File: src/sv/mpe_pkg.sv
`timescale 1ns / 1ps
// Package for the mouse packet event decoder: flag bits, event kinds and the
// packet descriptor passed from the front end to the event sequencer. No dependencies.
package mpe_pkg;

    // Bit positions in the flags byte
    localparam int FLAG_LEFT_BIT   = 0;
    localparam int FLAG_RIGHT_BIT  = 1;
    localparam int FLAG_MIDDLE_BIT = 2;
    localparam int FLAG_XSIGN_BIT  = 4;
    localparam int FLAG_YSIGN_BIT  = 5;
    localparam int FLAG_XOVER_BIT  = 6;
    localparam int FLAG_YOVER_BIT  = 7;
    localparam logic [7:0] MOVE_FLAGS_MASK = 8'hF0;

    // Default depth of the packet queue
    localparam int PKT_FIFO_DEPTH = 4;

    // Register map
    localparam logic CFG_IDX_WHEEL_ENABLE = 1'b0;

    typedef enum logic [2:0] {
        EV_LDOWN = 3'd0,
        EV_LUP   = 3'd1,
        EV_MDOWN = 3'd2,
        EV_MUP   = 3'd3,
        EV_RDOWN = 3'd4,
        EV_RUP   = 3'd5,
        EV_WHEEL = 3'd6,
        EV_MOVE  = 3'd7
    } event_kind_t;

    // Pending-event bits, in emission order (lowest goes first)
    localparam int EVB_LEFT   = 0;
    localparam int EVB_MIDDLE = 1;
    localparam int EVB_RIGHT  = 2;
    localparam int EVB_WHEEL  = 3;
    localparam int EVB_MOVE   = 4;
    localparam int EV_BITS    = 5;

    // One decoded packet waiting for its events to be sent
    typedef struct packed {
        logic [EV_BITS-1:0] ev_mask;
        logic               btn_left;
        logic               btn_middle;
        logic               btn_right;
        logic signed [7:0]  wheel_delta;
        logic signed [8:0]  move_x;
        logic signed [8:0]  move_y;
    } pkt_desc_t;

    // Queue status seen by both sides
    typedef struct packed {
        logic full;
        logic empty;
    } fifo_stat_t;

endpackage

File: src/sv/mpe_front.sv
`timescale 1ns / 1ps
// Front end: collects mouse bytes into packets, compares each packet with
// the previous one and queues a descriptor of the changes. Uses mpe_pkg.
module mpe_front
    import mpe_pkg::*;
(
    input  logic       aclk,
    input  logic       aresetn,
    input  logic       wheel_enable,
    input  logic       s_tvalid,
    output logic       s_tready,
    input  logic [7:0] s_tdata,      // [7:0] data_byte
    input  fifo_stat_t fifo_stat,
    output logic       push,
    output pkt_desc_t  push_desc
);

    logic [1:0] byte_pos_reg, byte_pos_next;
    logic [7:0] pkt0_reg, pkt1_reg, pkt2_reg;
    logic [7:0] prev_reg [4];
    logic [7:0] p [4];
    logic       accept, complete;
    logic [EV_BITS-1:0] mask;

    // Hold input whenever the queue cannot take another packet
    assign s_tready = !fifo_stat.full;
    assign accept   = s_tvalid && s_tready;
    assign complete = accept && ((byte_pos_reg == 2'd2 && !wheel_enable) ||
                                 byte_pos_reg == 2'd3);

    // Packet as it stands with the incoming byte
    always_comb begin
        p[0] = pkt0_reg;
        p[1] = pkt1_reg;
        p[2] = (byte_pos_reg == 2'd2) ? s_tdata : pkt2_reg;
        p[3] = (byte_pos_reg == 2'd3) ? s_tdata : 8'd0;
    end

    function automatic logic [8:0] motion(input logic over, input logic sign,
                                          input logic [7:0] val);
        logic [8:0] r;
        if (over) begin
            r = 9'd0;
        end else if (sign) begin
            r = (val == 8'd0) ? 9'd0 : {1'b1, val};
        end else begin
            r = {1'b0, val};
        end
        return r;
    endfunction

    // Change detection
    always_comb begin
        mask = '0;
        mask[EVB_LEFT]   = p[0][FLAG_LEFT_BIT]   != prev_reg[0][FLAG_LEFT_BIT];
        mask[EVB_MIDDLE] = p[0][FLAG_MIDDLE_BIT] != prev_reg[0][FLAG_MIDDLE_BIT];
        mask[EVB_RIGHT]  = p[0][FLAG_RIGHT_BIT]  != prev_reg[0][FLAG_RIGHT_BIT];
        mask[EVB_WHEEL]  = p[3] != prev_reg[3];
        mask[EVB_MOVE]   = ((p[0] & MOVE_FLAGS_MASK) != (prev_reg[0] & MOVE_FLAGS_MASK)) ||
                           (p[1] != prev_reg[1]) || (p[2] != prev_reg[2]);
    end

    always_comb begin
        push_desc.ev_mask     = mask;
        push_desc.btn_left    = p[0][FLAG_LEFT_BIT];
        push_desc.btn_middle  = p[0][FLAG_MIDDLE_BIT];
        push_desc.btn_right   = p[0][FLAG_RIGHT_BIT];
        push_desc.wheel_delta = p[3];
        push_desc.move_x      = motion(p[0][FLAG_XOVER_BIT], p[0][FLAG_XSIGN_BIT], p[1]);
        push_desc.move_y      = motion(p[0][FLAG_YOVER_BIT], p[0][FLAG_YSIGN_BIT], p[2]);
    end

    // Identical packets produce nothing
    assign push = complete && (mask != '0);

    // Byte position
    always_comb begin
        byte_pos_next = byte_pos_reg;
        if (accept) begin
            byte_pos_next = complete ? 2'd0 : byte_pos_reg + 2'd1;
        end
    end

    always_ff @(posedge aclk) begin
        if (!aresetn) begin
            byte_pos_reg <= 2'd0;
            for (int i = 0; i < 4; i++) begin
                prev_reg[i] <= 8'd0;
            end
        end else begin
            byte_pos_reg <= byte_pos_next;
            if (complete) begin
                for (int i = 0; i < 4; i++) begin
                    prev_reg[i] <= p[i];
                end
            end
        end
    end

    // Packet bytes, no reset needed
    always_ff @(posedge aclk) begin
        if (accept) begin
            unique case (byte_pos_reg)
                2'd0:    pkt0_reg <= s_tdata;
                2'd1:    pkt1_reg <= s_tdata;
                2'd2:    pkt2_reg <= s_tdata;
                default: ;
            endcase
        end
    end

endmodule

File: src/sv/mpe_fifo.sv
`timescale 1ns / 1ps
// Small queue of packet descriptors between front end and event sequencer.
// Uses mpe_pkg.
module mpe_fifo
    import mpe_pkg::*;
#(
    parameter int DEPTH = PKT_FIFO_DEPTH
) (
    input  logic       aclk,
    input  logic       aresetn,
    input  logic       push,
    input  pkt_desc_t  push_desc,
    input  logic       pop,
    output pkt_desc_t  head,
    output fifo_stat_t stat
);

    localparam int AW = (DEPTH > 1) ? $clog2(DEPTH) : 1;
    localparam int CW = $clog2(DEPTH + 1);

    pkt_desc_t      mem [DEPTH];
    logic [AW-1:0]  wr_ptr_reg, rd_ptr_reg;
    logic [CW-1:0]  count_reg;
    logic           do_push, do_pop;

    assign stat.full  = (count_reg == CW'(DEPTH));
    assign stat.empty = (count_reg == '0);
    assign do_push    = push && !stat.full;
    assign do_pop     = pop && !stat.empty;
    assign head       = mem[rd_ptr_reg];

    function automatic logic [AW-1:0] wrap_inc(input logic [AW-1:0] ptr);
        return (ptr == AW'(DEPTH - 1)) ? '0 : ptr + AW'(1);
    endfunction

    always_ff @(posedge aclk) begin
        if (!aresetn) begin
            wr_ptr_reg <= '0;
            rd_ptr_reg <= '0;
            count_reg  <= '0;
        end else begin
            if (do_push) begin
                wr_ptr_reg <= wrap_inc(wr_ptr_reg);
            end
            if (do_pop) begin
                rd_ptr_reg <= wrap_inc(rd_ptr_reg);
            end
            if (do_push && !do_pop) begin
                count_reg <= count_reg + CW'(1);
            end else if (do_pop && !do_push) begin
                count_reg <= count_reg - CW'(1);
            end
        end
    end

    // Storage
    always_ff @(posedge aclk) begin
        if (do_push) begin
            mem[wr_ptr_reg] <= push_desc;
        end
    end

endmodule

File: src/sv/mpe_back.sv
`timescale 1ns / 1ps
// Event sequencer: walks the pending changes of the queue head, one event per
// cycle unless m_tready stalls, into a registered output stage. Uses mpe_pkg.
module mpe_back
    import mpe_pkg::*;
(
    input  logic        aclk,
    input  logic        aresetn,
    input  pkt_desc_t   head,
    input  fifo_stat_t  fifo_stat,
    output logic        pop,
    output logic        m_tvalid,
    input  logic        m_tready,
    output logic [31:0] m_tdata,
    output logic [2:0]  m_tuser,
    output logic        m_tlast
);

    logic [EV_BITS-1:0] done_reg;
    logic [EV_BITS-1:0] remaining, sel, rem_after;
    logic               out_valid_reg;
    event_kind_t        kind_reg, kind;
    logic signed [8:0]  move_x_reg, move_x;
    logic signed [8:0]  move_y_reg, move_y;
    logic signed [7:0]  wheel_reg, wheel;
    logic               last_reg;
    logic               load;

    assign remaining = head.ev_mask & ~done_reg;
    assign load      = !fifo_stat.empty && (!out_valid_reg || m_tready);
    assign rem_after = remaining & ~sel;
    assign pop       = load && (rem_after == '0);

    // Pick the earliest pending change
    always_comb begin
        sel    = '0;
        kind   = EV_MOVE;
        move_x = '0;
        move_y = '0;
        wheel  = '0;
        priority if (remaining[EVB_LEFT]) begin
            sel[EVB_LEFT] = 1'b1;
            kind = head.btn_left ? EV_LDOWN : EV_LUP;
        end else if (remaining[EVB_MIDDLE]) begin
            sel[EVB_MIDDLE] = 1'b1;
            kind = head.btn_middle ? EV_MDOWN : EV_MUP;
        end else if (remaining[EVB_RIGHT]) begin
            sel[EVB_RIGHT] = 1'b1;
            kind = head.btn_right ? EV_RDOWN : EV_RUP;
        end else if (remaining[EVB_WHEEL]) begin
            sel[EVB_WHEEL] = 1'b1;
            kind  = EV_WHEEL;
            wheel = head.wheel_delta;
        end else begin
            sel[EVB_MOVE] = 1'b1;
            kind   = EV_MOVE;
            move_x = head.move_x;
            move_y = head.move_y;
        end
    end

    // Progress through the head packet and output valid
    always_ff @(posedge aclk) begin
        if (!aresetn) begin
            done_reg      <= '0;
            out_valid_reg <= 1'b0;
        end else begin
            if (load) begin
                done_reg      <= pop ? '0 : (done_reg | sel);
                out_valid_reg <= 1'b1;
            end else if (m_tready) begin
                out_valid_reg <= 1'b0;
            end
        end
    end

    // Output payload
    always_ff @(posedge aclk) begin
        if (load) begin
            kind_reg   <= kind;
            move_x_reg <= move_x;
            move_y_reg <= move_y;
            wheel_reg  <= wheel;
            last_reg   <= (rem_after == '0);
        end
    end

    assign m_tvalid = out_valid_reg;
    assign m_tlast  = last_reg;
    assign m_tuser  = kind_reg;
    assign m_tdata  = {6'd0, wheel_reg, move_y_reg, move_x_reg};

endmodule

File: src/sv/mouse_packet_event_decoder.sv
`timescale 1ns / 1ps
// Mouse packet event decoder top level. A packet's descriptor is queued at the edge that
// accepts its final byte; its events then leave through the registered output stage.
// Throughput: one byte per cycle in, one event per cycle out while m_tready is high.
// s_tready drops only while the packet queue (FIFO_DEPTH entries) is full.
// Reset: synchronous active-low aresetn clears position, previous packet,
// queue, output valid and wheel_enable. Uses mpe_pkg, mpe_front, mpe_fifo, mpe_back.
module mouse_packet_event_decoder
    import mpe_pkg::*;
#(
    parameter int FIFO_DEPTH = PKT_FIFO_DEPTH
) (
    input  logic        aclk,
    input  logic        aresetn,
    // Configuration
    input  logic        psel,
    input  logic        penable,
    input  logic        pwrite,
    input  logic [2:0]  paddr,
    input  logic [31:0] pwdata,
    output logic [31:0] prdata,
    output logic        pready,
    // Mouse bytes
    input  logic        s_tvalid,
    output logic        s_tready,
    input  logic [7:0]  s_tdata,   // [7:0] data_byte
    // Events
    output logic        m_tvalid,
    input  logic        m_tready,
    output logic [31:0] m_tdata,   // [8:0] move_x, [17:9] move_y, [25:18] wheel_delta
    output logic [2:0]  m_tuser,   // [2:0] event_kind
    output logic        m_tlast    // last_event
);

    logic       wheel_enable_reg;
    logic       push, pop;
    pkt_desc_t  push_desc, head;
    fifo_stat_t fifo_stat;

    // Register file
    assign pready = 1'b1;
    always_ff @(posedge aclk) begin
        if (!aresetn) begin
            wheel_enable_reg <= 1'b0;
        end else if (psel && penable && pwrite && pready &&
                     paddr[2] == CFG_IDX_WHEEL_ENABLE) begin
            wheel_enable_reg <= pwdata[0];
        end
    end
    assign prdata = (paddr[2] == CFG_IDX_WHEEL_ENABLE) ? {31'd0, wheel_enable_reg} : 32'd0;

    mpe_front u_front (
        .aclk         (aclk),
        .aresetn      (aresetn),
        .wheel_enable (wheel_enable_reg),
        .s_tvalid     (s_tvalid),
        .s_tready     (s_tready),
        .s_tdata      (s_tdata),
        .fifo_stat    (fifo_stat),
        .push         (push),
        .push_desc    (push_desc)
    );

    mpe_fifo #(
        .DEPTH (FIFO_DEPTH)
    ) u_fifo (
        .aclk      (aclk),
        .aresetn   (aresetn),
        .push      (push),
        .push_desc (push_desc),
        .pop       (pop),
        .head      (head),
        .stat      (fifo_stat)
    );

    mpe_back u_back (
        .aclk      (aclk),
        .aresetn   (aresetn),
        .head      (head),
        .fifo_stat (fifo_stat),
        .pop       (pop),
        .m_tvalid  (m_tvalid),
        .m_tready  (m_tready),
        .m_tdata   (m_tdata),
        .m_tuser   (m_tuser),
        .m_tlast   (m_tlast)
    );

endmodule

File: config.mk
export PLATFORM = sky130hd
export DESIGN_NAME = mouse_packet_event_decoder
export DESIGN_NICKNAME = d
export VERILOG_FILES = /design/src/sv/mpe_pkg.sv /design/src/sv/mpe_front.sv /design/src/sv/mpe_fifo.sv /design/src/sv/mpe_back.sv /design/src/sv/mouse_packet_event_decoder.sv
export SDC_FILE = /design/constraint.sdc
export NUM_CORES = 1
export LEC_CHECK = 0
export ABC_CLOCK_PERIOD_IN_PS = 3400
export BUFFER_PORTS_ARGS = -buffer_cell sky130_fd_sc_hd__buf_2
export CAP_MARGIN = 10
export CORE_ASPECT_RATIO = 1.2
export CORE_MARGIN = 10
export CORE_UTILIZATION = 52
export DETAILED_ROUTE_END_ITERATION = 8
export PLACE_DENSITY = 0.75
export SLEW_MARGIN = 0
export SYNTH_ARGS = -nofsm -noshare
export SYNTH_HDL_FRONTEND = slang
export SYNTH_HIERARCHICAL = 1
export SYNTH_SLANG_ARGS = --single-unit
export TNS_END_PERCENT = 5
File: constraint.sdc
create_clock -name aclk -period 3.4 [get_ports aclk]
set_clock_uncertainty 0.1 [all_clocks]
set_input_delay 0.68 -clock aclk [delete_from_list [all_inputs] [get_ports aclk]]
set_output_delay 0.68 -clock aclk [all_outputs]
set_load 0.02 [all_outputs]
==> results.md <==
* Status: finished clean
* Root buffer cell: clkbuf_16
* F_max at around 300 MHz
* Most common flop cell mapped by yosys: edfxtp_1
* CTS H-tree depth at 1
* Seq/Total Area, Yosys at 0.685
* CP Max Fanout at 9
* Fillcell total at ~1.4k
* TritonCTS Buffers at 22
* Peak VDD IR at roughly 0.29 mV
* Layout area overhead at 13.5%
* Nets at around 760
* Leading cell type in the layout, fill and taps excluded: edfxtp_1
* Die Y at roughly 170 um
* Total GRT Usage at 0.144
* DRC violations left at 0
* Fin Setup TNS at 0 ns
* Die width at 148 um
* Worst skew pair latency at 0.49 ns
* Post-synth EDFFs at between 200 and 250
* Final hold viol count at 0
* Antenna cell count at 0
* Cells along the critical path: buf_4 > ha_2 > o21ai_0 > o2bb2ai_1 > a41oi_1 > or4_4 > o21a_1 > nor2b_4 > ha_2 > inv_1 > fa_1 > xor2_1 > or3_1 > a21boi_0
* Crit-path max cell delay at around 0.43 ns
* Flops & latches, synth at around 240
* Yosys top cell area share at 0.650
* Rel. slew slack at 0.598
* Arr. time, crit path at between 3 and 4 ns
* Post-synth ARST share at 0
* Die area at between 20000 and 30000 sq um
* Core Rows at 55
* PwrDens at between 500 and 600 nW/um^2
* Grt ovf at 0
* CTS max path bufs at 3
* Drt wl/cell at 19.5 um
* Share of layout cells above drive strength 1 at 0.270
* Synth warn at 6
* CP Capture Type: register
* Final period utilization at 0.996
* FF-to-FF path depth at 14
* Crit path required time at between 3 and 4 ns
* CP most frequent cell: ha_2
* # IOs at approximately 120
* Synth Instances at 608
* Core region area at between 15000 and 20000 sq um
* Placed cells at slightly above 900
* Final Critical Period at 3.38 ns
* WHS Endpoint: wheel_enable_reg
* Slowest stage cell, crit path: fa_1
* Netlist Area Pre-Place at 10200 sq um
* R2R setup slack at between 0.015 and 0.02 ns
* Ranking of synthesized cells by area: edfxtp_1 (65%), mux4_2 (6.6%), buf_4 (3.7%), dfxtp_1 (3.5%), and2_1 (2.6%)
* TritonCTS clock tree: yes
* Hold Path Depth at 3
* Final Non-Filler Cells at approximately 1000
* Detail Route Antenna Nets at 0
* Worst-Margin Slew at 0.603 ns
* Via/cell ratio at around 5.3
* Initial DRC count at between 300 and 400
* Yosys cell types at 63
* Routed vias at between 5k and 6k
* Post-synth top area cell: edfxtp_1
* Worst reg2reg path endpoint: u_fifo/count_reg[2]
* Initial cell density of the core at 0.534
* Max Cap Viol at 0
* Hold_ws at between 0.3 and 0.4 ns
* Critical Path Start Type: register
* Syn Area/Cell at between 15 and 20 sq um
* Count of final setup violators at 0
* Kind of critical path: reg -> reg
* Commonest non-fill, non-tap cells in the layout: edfxtp_1 (220), buf_2 (49), buf_4 (45), and2_1 (42), conb_1 (38)
* Vias in the first global route at about 5.7k
* Count of pins over their slew limit at 0
* Hold crit path type: in -> reg
* IO Port Bufs at just under 50
* DRT Wirelength at ~19 mm
* Max reg flops at 136
* Clock input transition at the sequential cells of the worst setup and hold paths at approximately 0.060 ns
* Lkg Pwr at approximately 4.1 nW
* Largest net degree at the start of global routing at 38
* First-pass GRT wire length at slightly below 30 mm
* GPL Wtd Cong at 0.796
* Drt pass-1 iters at 6
* CP startpoint: u_front/byte_pos_reg[0]
* Worst hold path startpoint: pwdata[0]
* Initial antenna violation count at 0
* CTS Sinks at around 240
* Dpl hpwl at approximately 13 mm
* Critical register-to-register path startpoint: u_front/byte_pos_reg[0]
## metrics by stage
stage | utilization | setup slack, ns | total power [mW] | instance area (sq um)
2_1_floorplan | - | 0.0746 | 3.96 | 10300
3_3_place_gp | 0.565 | 0.0247 | 4.13 | 10800
3_5_place_dp | 0.565 | -0.0727 | 4.17 | 10800
4_1_cts | 0.602 | 0.0131 | 6.48 | 11500
5_1_grt | 0.606 | -0.0626 | 6.67 | 11500
6_report | 0.606 | 0.0152 | 6.44 | 11500
## cell type report
| class | count | area, sq um | share of cell area |
|---|---|---|---|
| Multi-Input combinational cell | 321 | 2810 | 0.244 |
| Clock inverter | 11 | 76.3 | 0.00661 |
| Sequential cell | 238 | 6970 | 0.604 |
| Inverter | 15 | 56.3 | 0.00488 |
| Tap cell | 256 | 320 | 0.0277 |
| Timing Repair Buffer | 102 | 702 | 0.0608 |
| Clock buffer | 28 | 604 | 0.0524 |
## cells by family (layout without fill, tap and decap cells)
group,Yosys count,after routing,share of synthesized area
flip-flops,238,238,0.685
buffers and inverters,84,156,0.0573
AND/OR/NAND/NOR,162,162,0.0995
AO/OA/AOI/OAI,32,32,0.0214
other,3,38,0.00111
XOR/XNOR,30,30,0.0258
multiplexers,47,47,0.0944
adder cells (fa/ha/maj),12,12,0.0154
## power by group
part,switching (mW),internal (mW)
sequential,0.0688,3.39
clock,0.978,1.33
combinational,0.425,0.249
total,1.47,4.96
## synthesized netlist by cell type (4+ instances only)
library cell and instances:
a21oi_1 8, and2_1 42, and3_1 22, buf_2 4, buf_4 50, clkbuf_1 8, dfxtp_1 18, edfxtp_1 220
ha_1 10, inv_1 15, mux2i_1 7, mux4_1 4, mux4_2 30, nand2_1 10, nand2b_1 6, nand4_1 6
nor2_1 29, nor2b_1 14, nor3_1 8, o21ai_0 7, xnor2_1 26, xor2_1 4
## worst max-delay path by stage
stage,end,depth (start not counted)
2_1_floorplan,u_fifo/count_reg[2],14
3_5_place_dp,u_fifo/count_reg[2],13
4_1_cts,u_fifo/count_reg[2],12
3_3_place_gp,u_fifo/count_reg[2],14
6_report,u_fifo/count_reg[2],14
5_1_grt,u_fifo/count_reg[2],14
## per-layer routing
| layer | vias to the layer above | part of all wire | GRT usage |
|---|---|---|---|
| li1 | 2387 | - | - |
| met1 | 2622 | 0.39 | 0.161 |
| met2 | 143 | 0.55 | 0.267 |
| met3 | 23 | 0.048 | 0.0245 |
| met4 | 0 | 0.018 | 0.0463 |
| met5 | - | 0 | 0 |
## critical path: cells and delay by family, from the launching register on
family / cells / cell delay [ns]
flops: 1 / 0.35
fa+ha+maj: 3 / 0.91
buf+inv: 2 / 0.20
compound gates: 5 / 0.89
simple gates: 3 / 0.67
xor+xnor: 1 / 0.18
## repair_timing
item                                    CTS  global route
hold buffers                              0             0
resized for setup                         4            12
pin swaps                                 1             1
endpoints found under the hold margin     0             0
buffers inserted                          1             2
endpoints found under the setup margin    1             1
Note: power is estimated with default switching activity, not from simulation.
